**src/rtl/ptt_pkg.sv**
```systemverilog
// ============================================================================
// ptt_pkg: shared types and codes of the periodic timer table
// Operation, result and status codes, the entry record held by each cell,
// and the control bundle that the table controller sends to every cell.
// ============================================================================
package ptt_pkg;

  localparam int MAX_TIMERS_DEF = 16;

  localparam logic [1:0] FUNC_SET   = 2'd0;
  localparam logic [1:0] FUNC_CLOSE = 2'd1;
  localparam logic [1:0] FUNC_TICK  = 2'd2;

  localparam logic [1:0] KIND_SET   = 2'd0;
  localparam logic [1:0] KIND_CLOSE = 2'd1;
  localparam logic [1:0] KIND_FIRED = 2'd2;
  localparam logic [1:0] KIND_DONE  = 2'd3;

  localparam logic [1:0] STAT_OK        = 2'd0;
  localparam logic [1:0] STAT_FULL      = 2'd1;
  localparam logic [1:0] STAT_DUPLICATE = 2'd2;
  localparam logic [1:0] STAT_NOT_FOUND = 2'd3;

  typedef struct packed {
    logic [31:0] id;
    logic [31:0] reload;
    logic [31:0] count;
  } entry_t;

  typedef struct packed {
    logic wr;
    logic shift;
    logic tick;
    logic active;
    logic scan;
  } cell_ctrl_t;

endpackage

```
**src/rtl/ptt_cell.sv**
```systemverilog
// ============================================================================
// ptt_cell: one slot of the timer table
// Holds one timer entry and one report stage. Entries move down from the
// upper neighbor on a close, and report stages move down during a scan.
// ============================================================================
module ptt_cell (
  input  logic               clk,
  input  logic               rst_n,
  input  ptt_pkg::cell_ctrl_t ctrl,
  input  logic [31:0]        wr_id,
  input  logic [31:0]        wr_reload,
  input  logic [31:0]        cmp_id,
  input  ptt_pkg::entry_t    nb_entry,
  input  logic               nb_rpt_flag,
  input  logic [31:0]        nb_rpt_id,
  output ptt_pkg::entry_t    entry,
  output logic               match,
  output logic               rpt_flag,
  output logic [31:0]        rpt_id
);

  ptt_pkg::entry_t entry_r;
  logic            rpt_flag_r;
  logic [31:0]     rpt_id_r;
  logic            zero;

  assign zero     = (entry_r.count == 32'd0);
  assign entry    = entry_r;
  assign match    = (entry_r.id == cmp_id);
  assign rpt_flag = rpt_flag_r;
  assign rpt_id   = rpt_id_r;

  always_ff @(posedge clk) begin
    if (ctrl.wr) begin
      entry_r.id     <= wr_id;
      entry_r.reload <= wr_reload;
      entry_r.count  <= wr_reload;
    end else if (ctrl.shift) begin
      entry_r <= nb_entry;
    end else if (ctrl.tick && ctrl.active) begin
      entry_r.count <= zero ? entry_r.reload : (entry_r.count - 32'd1);
    end
  end

  always_ff @(posedge clk) begin
    if (!rst_n) begin
      rpt_flag_r <= 1'b0;
    end else if (ctrl.tick) begin
      rpt_flag_r <= ctrl.active && zero;
    end else if (ctrl.scan) begin
      rpt_flag_r <= nb_rpt_flag;
    end
  end

  always_ff @(posedge clk) begin
    if (ctrl.tick) begin
      rpt_id_r <= entry_r.id;
    end else if (ctrl.scan) begin
      rpt_id_r <= nb_rpt_id;
    end
  end

endmodule

```
**src/rtl/periodic_timer_table.sv**
```systemverilog
// ============================================================================
// periodic_timer_table: ordered table of periodic timers
// A row of cells holds the timers oldest first; a controller answers set and
// close requests and walks the fired timers out of the row on every tick.
// ============================================================================
// Set and close requests are answered in the cycle after they are accepted.
// A tick request keeps the input closed while the report chain shifts toward
// cell 0 until no fired timer is left, then done follows. The scan also waits
// whenever a held result is not taken, and goes on once it is taken.
// A new request enters while a result is held only if it is taken that cycle.
// Reset clears the timer count, the system time and the output valid.
module periodic_timer_table #(
  parameter int MAX_TIMERS = ptt_pkg::MAX_TIMERS_DEF
) (
  input  logic        clk,
  input  logic        rst_n,
  input  logic        in_valid,
  output logic        in_ready,
  input  logic [1:0]  in_func,
  input  logic [31:0] in_timer_id,
  input  logic [31:0] in_reload_ticks,
  output logic        out_valid,
  input  logic        out_ready,
  output logic [1:0]  out_kind,
  output logic [1:0]  out_status,
  output logic [31:0] out_fired_id,
  output logic [31:0] out_system_time,
  output logic        out_last
);

  localparam int CNTW = $clog2(MAX_TIMERS + 1);

  typedef enum logic {ST_IDLE, ST_SCAN} state_t;

  state_t            st_r, st_nxt;
  logic [CNTW-1:0]   active_count_r, active_count_nxt;
  logic [31:0]       tick_total_r, tick_total_nxt;
  logic              out_valid_r, out_valid_nxt;
  logic [1:0]        out_kind_r, out_kind_nxt;
  logic [1:0]        out_status_r, out_status_nxt;
  logic [31:0]       out_id_r, out_id_nxt;
  logic [31:0]       out_time_r, out_time_nxt;
  logic              out_last_r, out_last_nxt;

  ptt_pkg::entry_t     ent [MAX_TIMERS+1];
  logic                rflag [MAX_TIMERS+1];
  logic [31:0]         rid [MAX_TIMERS+1];
  ptt_pkg::cell_ctrl_t ctrl [MAX_TIMERS];
  logic [MAX_TIMERS-1:0] match_raw;
  logic [MAX_TIMERS-1:0] match_act;
  logic [MAX_TIMERS-1:0] match_pre;
  logic [MAX_TIMERS-1:0] flags;

  logic out_free, accept, any_match, full, set_ok, close_ok, tick_go, scan_go;

  assign out_free  = !out_valid_r || out_ready;
  assign in_ready  = (st_r == ST_IDLE) && out_free;
  assign accept    = in_valid && in_ready;
  assign any_match = |match_act;
  assign full      = (active_count_r >= CNTW'(MAX_TIMERS));
  assign set_ok    = accept && (in_func == ptt_pkg::FUNC_SET) && !full && !any_match;
  assign close_ok  = accept && (in_func == ptt_pkg::FUNC_CLOSE) && any_match;
  assign tick_go   = accept && (in_func == ptt_pkg::FUNC_TICK);
  assign scan_go   = (st_r == ST_SCAN) && out_free && (|flags);

  assign ent[MAX_TIMERS]   = '0;
  assign rflag[MAX_TIMERS] = 1'b0;
  assign rid[MAX_TIMERS]   = '0;

  always_comb begin
    for (int i = 0; i < MAX_TIMERS; i++) begin
      match_act[i] = match_raw[i] && (CNTW'(i) < active_count_r);
      flags[i]     = rflag[i];
    end
    match_pre[0] = match_act[0];
    for (int i = 1; i < MAX_TIMERS; i++) begin
      match_pre[i] = match_pre[i-1] || match_act[i];
    end
  end

  always_comb begin
    for (int i = 0; i < MAX_TIMERS; i++) begin
      ctrl[i].wr     = set_ok && (CNTW'(i) == active_count_r);
      ctrl[i].shift  = close_ok && match_pre[i] &&
                       ((CNTW + 1)'(i + 1) < {1'b0, active_count_r});
      ctrl[i].tick   = tick_go;
      ctrl[i].active = (CNTW'(i) < active_count_r);
      ctrl[i].scan   = scan_go;
    end
  end

  for (genvar g = 0; g < MAX_TIMERS; g++) begin : g_cell
    ptt_cell u_cell (
      .clk         (clk),
      .rst_n       (rst_n),
      .ctrl        (ctrl[g]),
      .wr_id       (in_timer_id),
      .wr_reload   (in_reload_ticks),
      .cmp_id      (in_timer_id),
      .nb_entry    (ent[g+1]),
      .nb_rpt_flag (rflag[g+1]),
      .nb_rpt_id   (rid[g+1]),
      .entry       (ent[g]),
      .match       (match_raw[g]),
      .rpt_flag    (rflag[g]),
      .rpt_id      (rid[g])
    );
  end

  always_comb begin
    st_nxt           = st_r;
    active_count_nxt = active_count_r;
    tick_total_nxt   = tick_total_r;
    out_valid_nxt    = out_valid_r && !out_ready;
    out_kind_nxt     = out_kind_r;
    out_status_nxt   = out_status_r;
    out_id_nxt       = out_id_r;
    out_time_nxt     = out_time_r;
    out_last_nxt     = out_last_r;
    if (accept) begin
      case (in_func)
        ptt_pkg::FUNC_SET: begin
          out_valid_nxt  = 1'b1;
          out_kind_nxt   = ptt_pkg::KIND_SET;
          out_id_nxt     = in_timer_id;
          out_time_nxt   = '0;
          out_last_nxt   = 1'b1;
          if (full) begin
            out_status_nxt = ptt_pkg::STAT_FULL;
          end else if (any_match) begin
            out_status_nxt = ptt_pkg::STAT_DUPLICATE;
          end else begin
            out_status_nxt   = ptt_pkg::STAT_OK;
            active_count_nxt = active_count_r + CNTW'(1);
          end
        end
        ptt_pkg::FUNC_CLOSE: begin
          out_valid_nxt  = 1'b1;
          out_kind_nxt   = ptt_pkg::KIND_CLOSE;
          out_id_nxt     = in_timer_id;
          out_time_nxt   = '0;
          out_last_nxt   = 1'b1;
          if (any_match) begin
            out_status_nxt   = ptt_pkg::STAT_OK;
            active_count_nxt = active_count_r - CNTW'(1);
          end else begin
            out_status_nxt = ptt_pkg::STAT_NOT_FOUND;
          end
        end
        ptt_pkg::FUNC_TICK: begin
          tick_total_nxt = tick_total_r + 32'd1;
          st_nxt         = ST_SCAN;
        end
        default: begin
        end
      endcase
    end else if ((st_r == ST_SCAN) && out_free) begin
      if (|flags) begin
        if (flags[0]) begin
          out_valid_nxt  = 1'b1;
          out_kind_nxt   = ptt_pkg::KIND_FIRED;
          out_status_nxt = ptt_pkg::STAT_OK;
          out_id_nxt     = rid[0];
          out_time_nxt   = '0;
          out_last_nxt   = 1'b0;
        end
      end else begin
        out_valid_nxt  = 1'b1;
        out_kind_nxt   = ptt_pkg::KIND_DONE;
        out_status_nxt = ptt_pkg::STAT_OK;
        out_id_nxt     = '0;
        out_time_nxt   = tick_total_r;
        out_last_nxt   = 1'b1;
        st_nxt         = ST_IDLE;
      end
    end
  end

  always_ff @(posedge clk) begin
    if (!rst_n) begin
      st_r           <= ST_IDLE;
      active_count_r <= '0;
      tick_total_r   <= '0;
      out_valid_r    <= 1'b0;
    end else begin
      st_r           <= st_nxt;
      active_count_r <= active_count_nxt;
      tick_total_r   <= tick_total_nxt;
      out_valid_r    <= out_valid_nxt;
    end
    out_kind_r   <= out_kind_nxt;
    out_status_r <= out_status_nxt;
    out_id_r     <= out_id_nxt;
    out_time_r   <= out_time_nxt;
    out_last_r   <= out_last_nxt;
  end

  assign out_valid       = out_valid_r;
  assign out_kind        = out_kind_r;
  assign out_status      = out_status_r;
  assign out_fired_id    = out_id_r;
  assign out_system_time = out_time_r;
  assign out_last        = out_last_r;

  a_count_bound: assert property (@(posedge clk) disable iff (!rst_n)
    active_count_r <= CNTW'(MAX_TIMERS))
    else $error("timer count above table size");

  a_set_grows: assert property (@(posedge clk) disable iff (!rst_n)
    set_ok |=> active_count_r == $past(active_count_r) + CNTW'(1))
    else $error("accepted set did not add an entry");

  a_scan_stable: assert property (@(posedge clk) disable iff (!rst_n)
    (st_r == ST_SCAN) |=> active_count_r == $past(active_count_r))
    else $error("table size changed during a tick scan");

  a_done_last: assert property (@(posedge clk) disable iff (!rst_n)
    (out_valid_r && (out_kind_r == ptt_pkg::KIND_DONE)) |-> out_last_r)
    else $error("tick done without last");

endmodule
```
**config.mk**
```make
export PLATFORM = sky130hd
export DESIGN_NAME = periodic_timer_table
export DESIGN_NICKNAME = d
export VERILOG_FILES = /design/src/rtl/ptt_pkg.sv /design/src/rtl/ptt_cell.sv /design/src/rtl/periodic_timer_table.sv
export SDC_FILE = /design/constraint.sdc
export NUM_CORES = 2
export LEC_CHECK = 0
export BUFFER_PORTS_ARGS = -buffer_cell sky130_fd_sc_hd__clkbuf_2
export CORE_UTILIZATION = 50
export CTS_CLUSTER_SIZE = 25
export DETAILED_ROUTE_END_ITERATION = 16
export PLACE_DENSITY = 0.77
export SLEW_MARGIN = 10
export SYNTH_ARGS = -nofsm -noshare
export SYNTH_HDL_FRONTEND = slang
export SYNTH_SLANG_ARGS = --single-unit
```
**constraint.sdc**
```tcl
create_clock -name clk -period 38.4 [get_ports clk]
set_clock_uncertainty 0.2 [all_clocks]
set_input_delay 3.84 -clock clk [delete_from_list [all_inputs] [get_ports clk]]
set_output_delay 3.84 -clock clk [all_outputs]
set_load 0.01 [all_outputs]
```
==> Word level (Yosys, flattened, before mapping) <==
Cells that the tools add are included.
{ "op_classes": {"add_sub_neg": 19, "n_mul": 0, "div": 0, "magnitude_cmp": 33, "n_eq_ne": 41, "n_shift": 0, "n_mux": 185, "bitwise_logic": 1, "n_reduce_logical": 188} }
{ "op_table": {"columns": ["cell", "count"], "rows": [
  ["32-bit 2-to-1 mux", 90],
  ["96-bit 2-to-1 mux", 16],
  ["64-bit 2-to-1 mux", 16],
  ["32-bit == test", 16],
  ["32-bit zero test", 16],
  ["32-bit by 1-bit subtractor with 32-bit output, second input constant", 16],
  ["1-bit logical AND", 107],
  ["4-bit by 5-bit less-than comparator with 1-bit output, first input constant", 16],
  ["3-bit nonzero test", 16],
  ["1-bit 2-to-1 mux", 46],
  ["4-bit by 5-bit == test with 1-bit output, first input constant", 8],
  ["3-bit by 5-bit less-than comparator with 1-bit output, first input constant", 8],
  ["2-bit nonzero test", 19],
  ["32-bit by 1-bit adder with 32-bit output, second input constant", 1],
  ["16-bit OR reduction", 2],
  ["2-bit 2-to-1 mux", 11],
  ["3-bit by 5-bit == test with 1-bit output, first input constant", 4],
  ["2-bit by 5-bit less-than comparator with 1-bit output, first input constant", 4],
  ["1-bit logical OR", 16],
  ["1-bit by 5-bit less-than comparator with 1-bit output, first input constant", 3],
  ["5-bit 2-to-1 mux", 3],
  ["2-bit by 5-bit == test with 1-bit output, first input constant", 2],
  ["2-bit inequality test, second input constant", 5],
  ["5-bit one-hot mux with 2 select lines", 1],
  ["other kinds (19)", 25]
]} }
{ "word_totals": {"ff_bits": 2172, "latchBits": 0, "ramBits": 0, "mem_bits_ro": 0, "out_inout_bits": 71, "wordCells": 556, "n_memories": 0} }

==> Longest topological paths before layout <==
{ "logic_depth": {"depth_word": 21, "mapped_depth": 16, "depth_no_buf": 11} }

==> Cells and area by module <==
A second synthesis with hierarchy kept.
{ "hier_totals": {"hier_cells": 8940, "hier_area_um2": 115338.1} }
{ "modules_own_cells": {"columns": ["mod", "n_inst", "cells_per_inst", "area_per_inst_um2", "seq_area_each_um2"], "rows": [
  ["ptt_cell at g_cell[14].u_cell ...", 11, 522, 6826.5, 3863.7],
  ["ptt_cell at g_cell[0].u_cell ...", 5, 523, 6935.4, 3863.7],
  ["periodic_timer_table", 1, 583, 5569.1, 2852.7]
]} }

==> Least setup slack after synthesis <==
Ideal clock, no wire load.
{ "synth_path": {"kind": "in2reg", "from": "input out_ready", "to": "register g_cell[0].u_cell.rpt_id_r[0], enable pin", "setup_ns": 1.078, "arrival_time_ns": 18.961, "t_required_ns": 37.122, "path_slack_ns": 18.161, "cell_stages": 8, "path_buffers": 2, "path_cell_list": "nor2b_1 nor2_1 and2_1 buf_2 inv_2 or2_2 o21ai_0 clkbuf_1"} }
{ "synth_via": {"elab_chain_len": 5} }
{ "synth_rtl": {"columns": ["item", "line_no", "source"], "rows": [
  ["from (decl)", "periodic_timer_table.sv:23", "input logic out_ready,"],
  ["1-bit logical OR", "periodic_timer_table.sv:56", "assign out_free = !out_valid_r || out_ready;"],
  ["1-bit logical AND", "periodic_timer_table.sv:57", "assign in_ready = (st_r == ST_IDLE) && out_free;"],
  ["via in_ready", "periodic_timer_table.sv:18", "output logic in_ready,"],
  ["1-bit logical AND", "periodic_timer_table.sv:58", "assign accept = in_valid && in_ready;"],
  ["1-bit logical AND", "periodic_timer_table.sv:63", "assign tick_go = accept && (in_func == ptt_pkg::FUNC_TICK);"],
  ["2-bit nonzero test (no line)", null, null],
  ["to (signal assigned)", "ptt_cell.sv:57", "rpt_id_r <= entry_r.id;"],
  ["to (signal assigned)", "ptt_cell.sv:59", "rpt_id_r <= nb_rpt_id;"],
  ["to (decl)", "ptt_cell.sv:24", "logic [31:0] rpt_id_r;"]
]} }
The timed path passes the listed nets, and every way through them passes these cells.
A chain may end at the register's enable or synchronous reset.

==> Final worst setup path <==
{ "layout_path": {"from": "input in_timer_id[21]", "to": "register g_cell[6].u_cell.entry_r (netlist bit g_cell[6].u_cell.entry[68]), enable pin"} }
{ "layout_via": {"elab_chain_len": 11} }
{ "layout_rtl": {"columns": ["item", "line_no", "source"], "rows": [
  ["from (decl)", "periodic_timer_table.sv:20", "input logic [31:0] in_timer_id,"],
  ["32-bit == test", "ptt_cell.sv:29", "assign match = (entry_r.id == cmp_id);"],
  ["1-bit logical AND", "periodic_timer_table.sv:72", "match_act[i] = match_raw[i] && (CNTW'(i) < active_count_r);"],
  ["1-bit logical OR (6 in a row)", "periodic_timer_table.sv:77", "match_pre[i] = match_pre[i-1] || match_act[i];"],
  ["1-bit logical AND (2 in a row)", "periodic_timer_table.sv:84", "ctrl[i].shift = close_ok && match_pre[i] &&"],
  ["2-bit nonzero test (no line) (*)", null, null],
  ["to (signal assigned)", "ptt_cell.sv:39", "entry_r <= nb_entry;"],
  ["to (decl)", "ptt_cell.sv:22", "ptt_pkg::entry_t entry_r;"]
]} }
Mark *: on every way between the ends. The rest lies on a longest branch, timed or not.

==> insert_results.sql <==
INSERT INTO impl_metrics (metric_group, metric, value, unit) VALUES
('routing', 'wire_per_inst', '25.2', 'um'),
('worst_hold_path', 'holdCritPathClass', 'register to register', ''),
('clock_network', 'cts_max_level', '4', ''),
('logic_synthesis', 'dominant_combinational_cell_family_by_area_after_synthesis', 'simple AND/OR/NAND/NOR gates', ''),
('critical_path', 'cp.required', '38.54', 'ns'),
('global_route', 'via_count_of_the_first_global_routing_pass', '88164', ''),
('clock_network', 'insertion_delay', '0.89', 'ns'),
('logic_synthesis', 'synth.yosys.warnings', '0', ''),
('clock_network', 'clk_transition_reported_paths', '0.06', 'ns'),
('logic_synthesis', 'synth_compound_area_share', '7.08', '%'),
('timing', 'rsz0062_at_grt', 'false', ''),
('layout', 'fillers', '19793', ''),
('routing', 'router_iterations_before_antenna_repair', '7', ''),
('layout', 'area_added_between_synthesis_and_finish', '8.28', '%'),
('logic_synthesis', 'synth_fa_ha_area_share', '0.238', '%'),
('critical_path', 'timing.critical_path.arrival', '9.32', 'ns'),
('logic_synthesis', 'ys_dominant_reg_cell', 'sky130_fd_sc_hd__edfxtp_1', ''),
('floorplan', 'die_h', '483', 'um'),
('place', 'place_hpwl', '253000', 'um'),
('clock_network', 'ctsLongestPathBuffers', '3', ''),
('timing', 'number_of_max_slew_violations_in_the_final_report', '0', ''),
('clock_network', 'cts_inserted_buffers', '217', ''),
('timing', 'setup_viol', '0', ''),
('global_route', 'grt_first_pass_wirelength', '561000', 'um'),
('routing', 'via_per_inst', '6.11', ''),
('flow_run', 'max_capacitance_violation_count', '0', ''),
('routing', 'vias', '92413', ''),
('floorplan', 'floorplan.die_area', '234000', 'um^2'),
('place', 'worst_slack_after_detailed_placement', '28.66', 'ns'),
('routing', 'remaining_drc_errors', '0', ''),
('layout', 'fin_area', '125000', 'um^2'),
('global_route', 'grt_antenna_before_repair', '22', ''),
('routing', 'finalWirelength', '381000', 'um'),
('clock_network', 'cts.repair_timing.setup_buffer_count', '0', ''),
('timing', 'worst_slack', '29.22', 'ns'),
('global_route', 'track_usage', '31.9', '%'),
('outcome', 'run_status', 'finished clean', ''),
('floorplan', 'core_area', '230000', 'um^2'),
('layout', 'post-route-util', '54.5', '%'),
('critical_path', 'crit_chain', 'clkbuf_2 -> buf_4 -> xor2_1 -> nor4_1 -> nand4_1 -> nor4_1 -> nand4bb_1 -> nor3_4 -> buf_4 -> nand4_1 -> buf_4 -> nand2_4', ''),
('place', 'placement.io_buffers', '140', ''),
('layout', 'area_taken_by_multi_input_logic_gates', '47600', 'um^2'),
('logic_synthesis', 'synth_largest_area_cell', 'sky130_fd_sc_hd__edfxtp_1', ''),
('logic_synthesis', 'synthesis.area', '116000', 'um^2'),
('logic_synthesis', 'synth.avg_cell_area', '9.55', 'um^2'),
('clock_network', 'clock-sinks', '2172', ''),
('place', 'placed_cell_area', '119000', 'um^2'),
('power', 'power.density', '40.6', 'nW/um^2'),
('floorplan', 'rows', '176', ''),
('floorplan', 'die_x', '483', 'um'),
('logic_synthesis', 'synth-simple-area-share', '23.5', '%'),
('place', 'gp_routability_congestion', '0.950', ''),
('logic_synthesis', 'synth_xor_xnor_area_share', '6.82', '%'),
('timing', 'hold_slack', '0.302', 'ns'),
('logic_synthesis', 'synth_most_common_cell', 'sky130_fd_sc_hd__nand2_1', ''),
('layout', 'seq_area', '64700', 'um^2'),
('global_route', 'grt.overflow.total', '0', ''),
('logic_synthesis', 'synth_edf_count', '2117', ''),
('timing', 'worstMarginPinSlew', '1.30', 'ns'),
('critical_path', 'worst_path_most_repeated_cell', 'sky130_fd_sc_hd__buf_4', ''),
('logic_synthesis', 'synth_largest_type_area_fraction', '54.9', '%'),
('layout', 'layout.nets', '11984', ''),
('timing', 'f_max', '109', 'MHz'),
('critical_path', 'critical_path_sink_type', 'register', ''),
('power', 'ir_drop', '46.1', 'uV'),
('floorplan', 'design.portCount', '141', ''),
('clock_network', 'cts.root.buffer_cell', 'sky130_fd_sc_hd__clkbuf_16', ''),
('critical_path', 'timing_worst_setup_path_type', 'input port to register', ''),
('logic_synthesis', 'unique_cell_type_count_in_the_yosys_netlist', '96', ''),
('critical_path', 'critical_path.max_fanout', '74', ''),
('critical_path', 'crit_slowest_cell', 'sky130_fd_sc_hd__nand2_4', '');
==> registers in the layout, indices dropped and copies added, names as in the netlist <==
name and cells:
g_cell.u_cell.rpt_id 512, st_r 1, g_cell.u_cell.entry 1536, tick_total_r 32, out_system_time 32, out_kind 2, g_cell.u_cell.rpt_flag 16, active_count_r 5
out_status 2, out_fired_id 32, out_valid 1, out_last 1
==> worst max-delay path: cells and delay by family <==
kind	cells	cell delay, ns
xor gates and xnor gates	1	0.12
buffers and inverters	4	2.34
and+or+nand+nor	7	2.90
==> layout make-up <==
| class | count | area share (%) |
|---|---|---|
| tap | 3026 | 3.02 |
| antenna | 14 | 0.0279 |
| timing repair buffer | 342 | 1.79 |
| inverter | 74 | 0.221 |
| sequential | 2172 | 51.5 |
| clock buffer | 272 | 4.58 |
| multi-input combinational | 9085 | 37.9 |
| clock inverter | 131 | 0.887 |
==> logic make-up (layout without fill, tap and decap cells) <==
| group | count (synthesis) | after routing |
|---|---|---|
| buf+inv | 877 | 819 |
| mux | 357 | 357 |
| other cells | 0 | 14 |
| simple gates | 6372 | 6372 |
| compound gates | 1432 | 1432 |
| flops | 2172 | 2172 |
| xor+xnor | 902 | 902 |
| fa+ha+maj | 22 | 22 |
==> placed cells by master (no fill, tap or decap), types with 34 or more instances in the layout <==
cell type	count
sky130_fd_sc_hd__o21ai_0	583
sky130_fd_sc_hd__nand2_1	4347
sky130_fd_sc_hd__mux2_2	112
sky130_fd_sc_hd__clkbuf_2	140
sky130_fd_sc_hd__inv_1	73
sky130_fd_sc_hd__a211oi_1	41
sky130_fd_sc_hd__and2_1	130
sky130_fd_sc_hd__o21ai_1	60
sky130_fd_sc_hd__a31oi_1	35
sky130_fd_sc_hd__nor4_1	217
sky130_fd_sc_hd__and3_1	48
sky130_fd_sc_hd__clkinv_1	53
sky130_fd_sc_hd__edfxtp_1	2117
sky130_fd_sc_hd__a21oi_1	437
sky130_fd_sc_hd__nand4_1	124
sky130_fd_sc_hd__a22oi_1	34
sky130_fd_sc_hd__buf_4	200
sky130_fd_sc_hd__mux2i_1	245
sky130_fd_sc_hd__dfxtp_1	55
sky130_fd_sc_hd__nor2_1	791
sky130_fd_sc_hd__clkbuf_1	46
sky130_fd_sc_hd__clkbuf_16	219
sky130_fd_sc_hd__nand3_1	101
sky130_fd_sc_hd__clkinv_2	35
sky130_fd_sc_hd__o21bai_1	34
sky130_fd_sc_hd__or4_1	75
sky130_fd_sc_hd__nor3_1	192
sky130_fd_sc_hd__xor2_1	487
sky130_fd_sc_hd__or3_1	94
sky130_fd_sc_hd__xnor2_1	415
==> where the power goes <==
| group | internal (W) | switching, W |
|---|---|---|
| logic | 0.0000715 | 0.000229 |
| clock network | 0.00115 | 0.000954 |
| registers | 0.00266 | 0.0000289 |
| total | 0.00388 | 0.00121 |
==> final timing paths <==
check	from	endpoint	slack (ns)	cells after the start
min	tick_total_r[18]$_SDFFE_PN0P_	tick_total_r[18]$_SDFFE_PN0P_	0.30	2
min reg2reg	tick_total_r[18]$_SDFFE_PN0P_	tick_total_r[18]$_SDFFE_PN0P_	0.30	2
max	in_timer_id[21]	g_cell[6].u_cell.entry[68]$_DFFE_PP_	29.22	12
max reg2reg	active_count_r[3]$_SDFFE_PN0P_	g_cell[14].u_cell.entry[19]$_DFFE_PP_	31.65	11
==> routing by layer <==
| layer | vias to the layer above | part of all wire (%) | global-route usage (%) |
|---|---|---|---|
| met5 | - | 0.020 | 0 |
| met4 | 12 | 7.4 | 20.0 |
| met3 | 1472 | 11 | 6.99 |
| met2 | 5687 | 46 | 51.4 |
| met1 | 43892 | 35 | 39.1 |
| li1 | 41350 | - | - |
==> stage by stage <==
step,power [W],std cells
2_1_floorplan,0.00293,12134
4_1_cts,0.00508,15102
3_3_place_gp,0.00302,14699
3_5_place_dp,0.00303,14699
5_1_grt,0.00520,15102
6_report,0.00509,15116
Power figures use the tool's default switching activity.
